## src/dq_pkg.sv

```systemverilog
// ----------------------------------------------------------------------------
// dq_pkg: shared types and constants of the double-ended queue
// Word and count widths, command and status codes, cell control.
// ----------------------------------------------------------------------------
package dq_pkg;

    localparam int CAPACITY = 16;
    localparam int WORD_W   = 32;
    localparam int CMD_W    = 2;
    localparam int STATUS_W = 2;
    localparam int FILL_W   = 5;
    localparam int IDX_W    = $clog2(CAPACITY);
    localparam int CNT_W    = $clog2(CAPACITY + 1);

    typedef logic [CNT_W-1:0] count_t;
    typedef logic [IDX_W-1:0] index_t;
    typedef logic signed [WORD_W-1:0] word_t;

    typedef enum logic [CMD_W-1:0] {
        CMD_PUSH_FRONT = 2'd0,
        CMD_PUSH_BACK  = 2'd1,
        CMD_POP_FRONT  = 2'd2,
        CMD_POP_BACK   = 2'd3
    } cmd_t;

    typedef enum logic [STATUS_W-1:0] {
        ST_OK    = 2'd0,
        ST_EMPTY = 2'd1,
        ST_FULL  = 2'd2
    } status_t;

    typedef enum logic [1:0] {
        CELL_HOLD,
        CELL_TAKE_PREV,
        CELL_TAKE_NEXT,
        CELL_APPEND
    } cell_op_t;

    typedef struct packed {
        cell_op_t op;
        count_t   count;
    } cell_ctrl_t;

endpackage

```

## src/dq_if.sv

```systemverilog
// ----------------------------------------------------------------------------
// dq_cmd_if / dq_rsp_if: valid-ready channels of the double-ended queue
// Command channel into the queue and response channel out of it.
// ----------------------------------------------------------------------------
interface dq_cmd_if;
    import dq_pkg::*;

    logic                     valid;
    logic                     ready;
    logic [CMD_W-1:0]         command;
    logic signed [WORD_W-1:0] push_value;

    modport source (output valid, output command, output push_value, input ready);
    modport sink   (input valid, input command, input push_value, output ready);
endinterface

interface dq_rsp_if;
    import dq_pkg::*;

    logic                     valid;
    logic                     ready;
    logic signed [WORD_W-1:0] removed_value;
    logic [STATUS_W-1:0]      status;
    logic [FILL_W-1:0]        fill_count;

    modport source (output valid, output removed_value, output status,
                    output fill_count, input ready);
    modport sink   (input valid, input removed_value, input status,
                    input fill_count, output ready);
endinterface

```

## src/double_ended_queue.sv

```systemverilog
// ----------------------------------------------------------------------------
// double_ended_queue: bounded deque of signed 32-bit words
// A row of cells holds the entries in order, front in cell 0.
// ----------------------------------------------------------------------------
// Usage:
//   cmd carries a transaction with command (push front, push back, pop
//   front, pop back) and push_value. Every transaction yields exactly one
//   transaction on rsp: removed_value, status and fill_count after it.
//   A pop on an empty queue answers -1 with status empty; a push on a full
//   queue is dropped and answered with status full; pushes answer 0.
//   The response is registered and appears in the cycle after the
//   command is accepted. Throughput: one command per cycle while rsp is
//   not stalled; the cell row shifts or appends as the command is taken,
//   and the response register is the only stage.
//   While rsp is stalled the response register holds and cmd.ready stays
//   low; a new command is taken in the same cycle the held response leaves.
//   Reset empties the queue at once; stored words are not cleared.
// ----------------------------------------------------------------------------
module double_ended_queue
(
    input  logic       clk,
    input  logic       rst_n,
    dq_cmd_if.sink     cmd,
    dq_rsp_if.source   rsp
);
    import dq_pkg::*;

    count_t     count_reg;
    count_t     count_next;
    logic       rsp_valid_reg;
    word_t      removed_value_reg;
    word_t      removed_value_next;
    status_t    status_reg;
    status_t    status_next;
    cell_op_t   op;
    cell_ctrl_t ctrl;
    logic       accept;
    logic       full;
    logic       empty;
    word_t      cell_word [CAPACITY];
    word_t      cell_tail [CAPACITY];
    word_t      back_word;

    assign cmd.ready = !rsp_valid_reg || rsp.ready;
    assign accept    = cmd.valid && cmd.ready;
    assign full      = (count_reg == CNT_W'(CAPACITY));
    assign empty     = (count_reg == '0);

    always_comb
    begin
        back_word = '0;
        for (int i = 0; i < CAPACITY; i++)
        begin
            back_word = back_word | cell_tail[i];
        end
    end

    always_comb
    begin
        op                 = CELL_HOLD;
        count_next         = count_reg;
        removed_value_next = '0;
        status_next        = ST_OK;
        unique case (cmd_t'(cmd.command))
            CMD_PUSH_FRONT, CMD_PUSH_BACK:
            begin
                if (full)
                begin
                    status_next = ST_FULL;
                end
                else
                begin
                    op = (cmd_t'(cmd.command) == CMD_PUSH_FRONT) ? CELL_TAKE_PREV
                                                                 : CELL_APPEND;
                    count_next = count_reg + CNT_W'(1);
                end
            end
            CMD_POP_FRONT, CMD_POP_BACK:
            begin
                if (empty)
                begin
                    status_next        = ST_EMPTY;
                    removed_value_next = '1;
                end
                else
                begin
                    if (cmd_t'(cmd.command) == CMD_POP_FRONT)
                    begin
                        op                 = CELL_TAKE_NEXT;
                        removed_value_next = cell_word[0];
                    end
                    else
                    begin
                        removed_value_next = back_word;
                    end
                    count_next = count_reg - CNT_W'(1);
                end
            end
            default:
            begin
                op = CELL_HOLD;
            end
        endcase
        if (!accept)
        begin
            op         = CELL_HOLD;
            count_next = count_reg;
        end
    end

    assign ctrl.op    = op;
    assign ctrl.count = count_reg;

    for (genvar g = 0; g < CAPACITY; g++)
    begin : g_cell
        word_t prev_w;
        word_t next_w;

        if (g == 0)
        begin : g_head
            assign prev_w = cmd.push_value;
        end
        else
        begin : g_mid
            assign prev_w = cell_word[g-1];
        end

        if (g == CAPACITY - 1)
        begin : g_last
            assign next_w = '0;
        end
        else
        begin : g_body
            assign next_w = cell_word[g+1];
        end

        dq_cell u_cell
        (
            .clk        (clk),
            .cell_index (IDX_W'(g)),
            .ctrl       (ctrl),
            .prev_word  (prev_w),
            .next_word  (next_w),
            .push_word  (cmd.push_value),
            .word       (cell_word[g]),
            .tail_word  (cell_tail[g])
        );
    end

    always_ff @(posedge clk or negedge rst_n)
    begin
        if (!rst_n)
        begin
            count_reg     <= '0;
            rsp_valid_reg <= 1'b0;
        end
        else
        begin
            count_reg <= count_next;
            if (cmd.ready)
            begin
                rsp_valid_reg <= cmd.valid;
            end
        end
    end

    always_ff @(posedge clk)
    begin
        if (accept)
        begin
            removed_value_reg <= removed_value_next;
            status_reg        <= status_next;
        end
    end

    assign rsp.valid         = rsp_valid_reg;
    assign rsp.removed_value = removed_value_reg;
    assign rsp.status        = status_reg;
    assign rsp.fill_count    = FILL_W'(count_reg);

    a_count_bound: assert property (@(posedge clk) disable iff (!rst_n)
        count_reg <= CNT_W'(CAPACITY))
        else $error("entry count above capacity");

    a_accept_resp: assert property (@(posedge clk) disable iff (!rst_n)
        accept |=> rsp.valid)
        else $error("accepted command without response");

    a_push_grows: assert property (@(posedge clk) disable iff (!rst_n)
        accept && !full && !cmd.command[1] |=> count_reg == $past(count_reg) + CNT_W'(1))
        else $error("push did not grow the queue");

    a_pop_shrinks: assert property (@(posedge clk) disable iff (!rst_n)
        accept && !empty && cmd.command[1] |=> count_reg == $past(count_reg) - CNT_W'(1))
        else $error("pop did not shrink the queue");

    a_empty_value: assert property (@(posedge clk) disable iff (!rst_n)
        rsp_valid_reg && status_reg == ST_EMPTY |-> removed_value_reg == '1)
        else $error("empty pop without all-ones value");

endmodule

```

## src/dq_cell.sv

```systemverilog
// ----------------------------------------------------------------------------
// dq_cell: one storage cell of the queue row
// Holds one word; takes its neighbor's word on a shift or the pushed word
// when it is the first free cell; offers its word when it is the tail.
// ----------------------------------------------------------------------------
module dq_cell
(
    input  logic                clk,
    input  dq_pkg::index_t      cell_index,
    input  dq_pkg::cell_ctrl_t  ctrl,
    input  dq_pkg::word_t       prev_word,
    input  dq_pkg::word_t       next_word,
    input  dq_pkg::word_t       push_word,
    output dq_pkg::word_t       word,
    output dq_pkg::word_t       tail_word
);
    import dq_pkg::*;

    word_t  word_reg;
    word_t  word_next;
    count_t position;

    assign position = CNT_W'(cell_index);

    always_comb
    begin
        word_next = word_reg;
        unique case (ctrl.op)
            CELL_TAKE_PREV: word_next = prev_word;
            CELL_TAKE_NEXT: word_next = next_word;
            CELL_APPEND:
            begin
                if (position == ctrl.count)
                begin
                    word_next = push_word;
                end
            end
            default:        word_next = word_reg;
        endcase
    end

    always_ff @(posedge clk)
    begin
        word_reg <= word_next;
    end

    assign word      = word_reg;
    assign tail_word = (position + CNT_W'(1) == ctrl.count) ? word_reg : '0;

endmodule
```

## src/flat_wrapper.sv

```systemverilog
// flat-port wrapper written by rule: the top's interface ports become plain ports
module double_ended_queue_flat import dq_pkg::*;
  (clk, rst_n, cmd_valid, cmd_command, cmd_push_value, cmd_ready, rsp_valid, rsp_removed_value, rsp_status, rsp_fill_count, rsp_ready);
  dq_cmd_if cmd_i ();
  dq_rsp_if rsp_i ();
  input  logic clk;
  input  logic rst_n;
  input wire logic [$bits(cmd_i.valid)-1:0] cmd_valid;
  input wire logic [$bits(cmd_i.command)-1:0] cmd_command;
  input wire logic [$bits(cmd_i.push_value)-1:0] cmd_push_value;
  output wire logic [$bits(cmd_i.ready)-1:0] cmd_ready;
  output wire logic [$bits(rsp_i.valid)-1:0] rsp_valid;
  output wire logic [$bits(rsp_i.removed_value)-1:0] rsp_removed_value;
  output wire logic [$bits(rsp_i.status)-1:0] rsp_status;
  output wire logic [$bits(rsp_i.fill_count)-1:0] rsp_fill_count;
  input wire logic [$bits(rsp_i.ready)-1:0] rsp_ready;
  assign cmd_i.valid = cmd_valid;
  assign cmd_i.command = cmd_command;
  assign cmd_i.push_value = cmd_push_value;
  assign cmd_ready = cmd_i.ready;
  assign rsp_valid = rsp_i.valid;
  assign rsp_removed_value = rsp_i.removed_value;
  assign rsp_status = rsp_i.status;
  assign rsp_fill_count = rsp_i.fill_count;
  assign rsp_i.ready = rsp_ready;
  double_ended_queue u_core (.clk(clk), .rst_n(rst_n), .cmd(cmd_i), .rsp(rsp_i));
endmodule
```

## config.mk

```make
export PLATFORM = sky130hd
export DESIGN_NAME = double_ended_queue_flat
export DESIGN_NICKNAME = d
export VERILOG_FILES = /design/src/dq_pkg.sv /design/src/dq_if.sv /design/src/double_ended_queue.sv /design/src/dq_cell.sv /design/src/flat_wrapper.sv
export SDC_FILE = /design/constraint.sdc
export NUM_CORES = 1
export LEC_CHECK = 0
export ABC_AREA = 1
export ABC_CLOCK_PERIOD_IN_PS = 14800
export BUFFER_PORTS_ARGS = -buffer_cell sky130_fd_sc_hd__buf_2
export CORE_MARGIN = 2
export CORE_UTILIZATION = 40
export CTS_CLUSTER_DIAMETER = 100
export CTS_CLUSTER_SIZE = 30
export DETAILED_ROUTE_END_ITERATION = 16
export HOLD_SLACK_MARGIN = 0.02
export SLEW_MARGIN = 25
export SYNTH_ARGS = -nofsm -noshare
export SYNTH_HDL_FRONTEND = slang
export SYNTH_SLANG_ARGS = --single-unit
export TNS_END_PERCENT = 5
```

## constraint.sdc

```tcl
create_clock -name clk -period 14.8 [get_ports clk]
set_clock_uncertainty 0.05 [all_clocks]
set_input_delay 1.48 -clock clk [delete_from_list [all_inputs] [get_ports clk]]
set_output_delay 1.48 -clock clk [all_outputs]
set_load 0.02 [all_outputs]
```

==> results of run 1 <==
## how the worst min path moves through the flow
| stage | startpoint | to | slack [ns] | depth (start not counted) |
|---|---|---|---|---|
| detailed placement | u_core.rsp.valid | u_core.rsp.valid | 0.52 | 2 |
| floorplan | u_core.g_cell[15].u_cell.word[30] | u_core.g_cell[14].u_cell.word[30] | 0.49 | 2 |
| finish | u_core.rsp.valid | u_core.rsp.valid | 0.55 | 2 |
| global placement | u_core.rsp.valid | u_core.rsp.valid | 0.52 | 2 |
| CTS | u_core.g_cell[1].u_cell.word[0] | u_core.g_cell[0].u_cell.word[0] | 0.54 | 2 |
| global route | u_core.rsp.valid | u_core.rsp.valid | 0.59 | 2 |
## Yosys cell counts
cell / instances
buf_6: 4
o21ai_2: 1
nor2_1: 198
dfrtp_1: 6
buf_2: 86
nor3_1: 2
o21ai_0: 123
edfxtp_1: 546
a21oi_1: 36
o211ai_1: 10
nand3_1: 60
inv_2: 9
nor2_2: 2
xor2_1: 4
o22ai_1: 158
or2_0: 1
ha_1: 8
o221ai_1: 438
nand2_2: 6
buf_4: 3
nor2_8: 1
nor2_4: 5
buf_1: 13
inv_1: 548
nand4_1: 30
clkbuf_1: 98
xnor2_1: 1
o21ai_1: 8
nand2_1: 231
nand2_4: 1
## per-layer routing
| layer | vias up | track usage [%] | part of all wire (%) |
|---|---|---|---|
| met2 | 1381 | 39.81 | 45 |
| met5 | - | 0 | 0 |
| met3 | 201 | 3.402 | 11 |
| met4 | 0 | 8.199 | 3.5 |
| li1 | 9586 | - | - |
| met1 | 10770 | 36.36 | 41 |
## final cells by class
cell class	count	area share, %
flip-flops and latches	552	55.82
well taps	931	3.930
inverters	557	7.079
repair buffers	126	2.748
clock buffers	26	1.980
clock inverters	5	0.1857
multi-input cells	1324	28.26
## worst register-to-register path, stage by stage, from the launching register on
cell and delay, ns:
dfrtp_1 0.45, inv_1 0.14, ha_1 0.27, inv_2 0.08, nor2_4 0.07, nand2_2 0.20
nand2_1 0.09, buf_4 0.33, o21ai_0 0.35, ha_1 0.54, inv_8 0.36, nand2_4 0.86
buf_4 0.94, buf_6 0.77, o221ai_1 0.31
## power by group through the flow
stage / Combinational (mW) / Sequential, mW / Clock (mW)
after global placement: 1.41 / 2.25 / 0
after detailed placement: 1.44 / 2.26 / 0
after CTS: 1.44 / 2.22 / 0.810
after global routing: 1.58 / 2.25 / 0.853
final: 1.48 / 2.22 / 0.797
after floorplan: 0.897 / 2.26 / 0
## through the flow
step                area [µm²]  util (%)  hold slack, ns
floorplan                27690         -          0.4906
global placement         28930     42.18          0.5186
detailed placement       28970     42.24          0.5236
CTS                      29610     43.17          0.5438
global route             29640     43.22          0.5917
finish                   29640     43.22          0.5459
## cell usage in the layout (no fill, tap or decap), drive strengths merged
cell type,n
o221ai,438
a21oi,36
xnor2,1
nand3,60
o22ai,158
or2,1
inv,561
buf,126
o21ai,132
clkinv,1
edfxtp,546
xor2,4
dfrtp,6
nand4,30
ha,8
o211ai,10
nor2,206
nor3,2
clkbuf,26
nand2,238
## cells by family (layout without fill, tap and decap cells)
logic type      count (synthesis)  count (layout)  share of synthesized area [%]
compound gates                774             774                          20.74
flops                         552             552                          59.75
fa+ha+maj                       8               8                         0.3615
simple gates                  537             537                          8.133
xor+xnor                        5               5                         0.1581
buf+inv                       761             714                          10.85
==> impl_results.md, run 1 <==
* Slowest stage delay, CP at 0.86 ns
* F_max at 0.1428 GHz
* Register area share after synthesis at 59.75%
* Seq pwr share at 49.4%
* CTS tree: yes
* Setup_tns at 0 ns
* Setup Buffers After CTS at 0
* Total Power at ~4.5 mW
* First-pass GRT wire length at 135800 µm
* Kind of cell adding the most delay to the critical path: buffers and inverters
* Cell Rows at 96
* Total length of routed wires at 93060 µm
* Ports at 79
* Max_cap viols at 0
* Clk root buf: clkbuf_16
* Via/cell ratio at a little over 6
* CP endpoint kind: flip-flop
* Sw Ratio at 37.40%
* Clock Latency Late Sink at 0.61 ns
* Worst Slack Setup Final at about 8 ns
* Yosys top cell area share at 59.21%
* Clk pwr share at 17.7%
* RSZ-0062 raised after global routing: false
* Crit path DAT at 7.25 ns
* CTS max path bufs at 3
* Storage cell area at 16550 µm²
* Cell Chain, Critical Path: buf_2, buf_4, inv_2, nor2_1, nand2_1, buf_4, o21ai_0, ha_1, inv_8, nand2_4, buf_4, buf_6, o221ai_1
* Multi-input gate area at 8377 µm²
* Final Max Tran Viols at 0
* TritonCTS Buffers at 23
* Reg2reg start: u_core.rsp.fill_count[0]
* Synth Area per Inst at 10.50 µm²
* Post-Synthesis Cells at 2637
* Crit path depth at 13
* R2r setup slk at 8.68 ns
* Chip width at between 200 and 300 µm
* Synthesized area at 27690 µm²
* DR pass1 iterations at 6
* Area contributors post-synth: edfxtp_1 59%, o221ai_1 14%, inv_1 7.4%, o22ai_1 3.6%, nand2_1 3.1%
* Setup WS pre-CTS at about 7 ns
* Worst-Margin Slew at 1.150 ns
* Crit path top cell by count: buf_4
* Final Cycle Share at 47.30%
* Routed Antenna Nets at 0
* Flops & latches, synth at 552
* Minimum clock period at 7.001 ns
* Vias at around 22000
* Dpl hpwl at 51860 µm
* Required time worst endpoint at ~15 ns
* Synth unique cells at 30
* Initial antenna violation count at 1
* Filler cells at 6465
* P per Cell Area at between 150 and 200 nW/µm²
* Worst-path clk slew at 0.12 ns
* Worst Setup SP: cmd_command[1]
* Critical setup path kind: in2reg
* Final net count at 2630
* Clock Sinks at 552
* Internal power at 2.815 mW
* Avg WL per Cell at 26.43 µm
* Slowest cell on the critical path: buf_4
* YS warnings at 0
* Worst Setup Start Kind: primary input
* Top cell type by total area after synthesis: edfxtp_1
* Die H at 267.1 µm
* Peak supply drop at 0.00008576 V
* Crit path to: u_core.g_cell[2].u_cell.word[20]
* Critical Path Fanout Max at 159
* Cts repair resizes at 0
* Sw Pwr at 1.681 mW
* Pleak at 11.38 nW
* Diode count at 0
* HP Class: reg2reg
* Vias in the first global route at approximately 21000
* Largest net degree at the start of global routing at between 200 and 300
* Core area at slightly below 70000 µm²
* CTS Hold Buffers Added at 0
* Outcome: complete, no violations
* Largest register FFs at ~500
* Share of cells above drive strength 1 at 7.992%
* GR Overflow Total at 0
* Crit path buf inv count at 7
* Die area at 71350 µm²
* Initial Util at roughly 40%
* Global-route usage over all layers at 25.36%
* Critical R2R Capture: u_core.g_cell[2].u_cell.word[20]
* Normalized max-slew margin at between 20 and 25%
* Area Growth Syn to Fin at 7.044%
* Endpoints failing setup at 0
* FF-to-FF path depth at 14
* Hold Fails Final Rpt at 0
* DRC at 0
* Buffers on Ports at 78
* Non-filler instance count after layout at 3521
* Dpl cells at 3489
* Net Count, Synth at 2683
* H-tree depth at 1
* GP Congestion at 0.8468
* DRT iter0 DRCs at 3671
* Share of total power in combinational logic at 32.9%
(Power assumes the default switching activity.)
==> run 2: changes to the inputs <==
--- a/config.mk
+++ b/config.mk
@@ -6,7 +6,7 @@
 export NUM_CORES = 1
 export LEC_CHECK = 0
 export ABC_AREA = 1
-export ABC_CLOCK_PERIOD_IN_PS = 14800
+export ABC_CLOCK_PERIOD_IN_PS = 6700
 export BUFFER_PORTS_ARGS = -buffer_cell sky130_fd_sc_hd__buf_2
 export CORE_MARGIN = 2
 export CORE_UTILIZATION = 40
==> constraint.sdc (replaced) <==
create_clock -name clk -period 6.7 [get_ports clk]
set_clock_uncertainty 0.05 [all_clocks]
set_input_delay 0.67 -clock clk [delete_from_list [all_inputs] [get_ports clk]]
set_output_delay 0.67 -clock clk [all_outputs]
set_load 0.02 [all_outputs]
==> impl_results.md, run 2 (synthesis gave the netlist of run 1 again) <==
* F_max at 0.2026 GHz
* Pleak at 11.47 nW
* Commonest non-fill, non-tap cell in the layout: inv_1
* Final Cycle Share at between 70% and 80%
* Peak supply drop at 0.0001843 V
* Critical setup path kind: reg2reg
* Die area at around 71000 µm²
* DR pass1 iterations at 5
* RSZ-0062 raised after global routing: false
* Worst Setup Start Kind: flip-flop
* Chip width at 267.1 µm
* Cell Rows at 96
* Diode count at 0
* Endpoints failing setup at 0
* Total Power at slightly below 10 mW
* Required time worst endpoint at 6.95 ns
* CTS tree: yes
* P per Cell Area at 332.8 nW/µm²
* Die H at 267.1 µm
* Setup_tns at 0 ns
* Total length of routed wires at roughly 92000 µm
* Buffers on Ports at 78
* Largest register FFs at 512
* Slowest stage delay, CP at 0.62 ns
* Setup Buffers After CTS at 0
* CTS max path bufs at 3
* TritonCTS Buffers at 23
* Area post-placement at 29230 µm²
* Hold Fails Final Rpt at 0
* Initial Util at 40.38%
* Final Util at 43.57%
* CP endpoint kind: flip-flop
* DRC at 0
* Final Max Tran Viols at 0
* Leading cell types in the layout, fill and taps excluded: 547 x inv_1, 546 x edfxtp_1, 438 x o221ai_1, 224 x nand2_1, 196 x nor2_1
* GR Overflow Total at 0
* Clk root buf: clkbuf_16
* Max_cap viols at 0
* Vias at 22060
* Critical Path Fanout Max at 82
* DRT iter0 DRCs at 3172
* First-pass GRT wire length at 134200 µm
* Routed Antenna Nets at 0
* Core area at 68590 µm²
* Crit path DAT at 5.19 ns
* Avg WL per Cell at 26.11 µm
* Cts repair resizes at 0
* Final net count at 2638
* Largest net degree at the start of global routing at between 200 and 250
* H-tree depth at 1
* Setup WS pre-CTS at 1.874 ns
* Area Growth Syn to Fin at 7.916%
* Slowest cell on the critical path: ha_1
* Worst Slack Setup Final at 1.764 ns
* Share of cells above drive strength 1 at 8.243%
* Minimum clock period at approximately 4.9 ns
* Worst-path clk slew at about 0.11 ns
* HP Class: in2reg
* Final Cell Area at 29880 µm²
* Clock Sinks at 552
* Worst-Margin Slew at 1.165 ns
* Clock Latency Late Sink at 0.59 ns
* Dpl hpwl at 52110 µm
* Via/cell ratio at approximately 6.3
* Global-route usage over all layers at 25.10%
* Vias in the first global route at 20740
* GP Congestion at about 0.9
* Cell Chain, Critical Path: inv_1, ha_1, nand2_1, inv_2, nand2_2, buf_4, inv_1, nor3_1, nand2_1, o21ai_0, ha_1, inv_8, nand2_4, buf_4, o221ai_1
* Ports at 79
* Normalized max-slew margin at 22.37%
* Initial antenna violation count at 1
* Outcome: complete, no violations
-- run 2: changes by cell type in the layout (fill, tap and decap cells not counted), sizes merged --
cell and change:
dlygate4sd3 +1, clkinv +3, inv -2, clkbuf -3
buf +7
-- run 2: cell type report --
type | count | area (µm²)
Clock buffer | 23 | 575.6
Clock inverter | 6 | 62.56
Fill cell | 6460 | 38700
Inverter | 557 | 2098
Multi-Input combinational cell | 1324 | 8382
Sequential cell | 552 | 16550
Tap cell | 931 | 1165
Timing Repair Buffer | 134 | 1055
-- run 2: stage by stage --
stage	cells	hold slack [ns]
5_1_grt	3527	0.2606
4_1_cts	3527	0.2400
3_3_place_gp	3497	0.4608
3_5_place_dp	3497	0.4601
6_report	3527	0.2536
2_1_floorplan	2637	0.3244
-- run 2: final timing paths --
path                       slack, ns                           endpoint  depth (start not counted)                      from
max                             1.76  u_core.g_cell[14].u_cell.word[22]                         15  u_core.rsp.fill_count[0]
min                             0.25                   u_core.rsp.valid                          3                 cmd_valid
max reg2reg                     1.76  u_core.g_cell[14].u_cell.word[22]                         15  u_core.rsp.fill_count[0]
min reg2reg                     0.53                   u_core.rsp.valid                          2          u_core.rsp.valid
max in group asynchronous       6.08           u_core.rsp.fill_count[3]                          2                     rst_n
min in group asynchronous       0.37           u_core.rsp.fill_count[4]                          2                     rst_n
-- run 2: metal layers --
layer / global-route usage (%) / wire length (µm) / up-vias
li1: - / - / 9608
met1: 35.77 / 37780 / 10850
met2: 39.44 / 41650 / 1387
met3: 3.384 / 9256 / 220
met4: 8.624 / 3408 / 0
met5: 0 / 0 / -
-- run 2: worst max-delay path, delay by kind of cell, from the launching register on --
| family | cells | cell delay (ns) |
|---|---|---|
| adder cells (fa/ha/maj) | 2 | 0.89 |
| AO/OA/AOI/OAI | 2 | 0.33 |
| flip-flops | 1 | 0.45 |
| buffers and inverters | 6 | 1.71 |
| AND/OR/NAND/NOR | 5 | 1.17 |
-- run 2: timing repair --
action,in CTS,in global routing
hold endpoints to repair,6,0
hold buffers,1,0
endpoints found under the setup margin,0,0
-- run 2: where the power goes --
group          total [mW]  switching (mW)  internal [mW]
combinational        3.30            2.36          0.941
sequential           4.91           0.236           4.67
clock                1.74            1.10          0.643
total                9.94            3.69           6.25
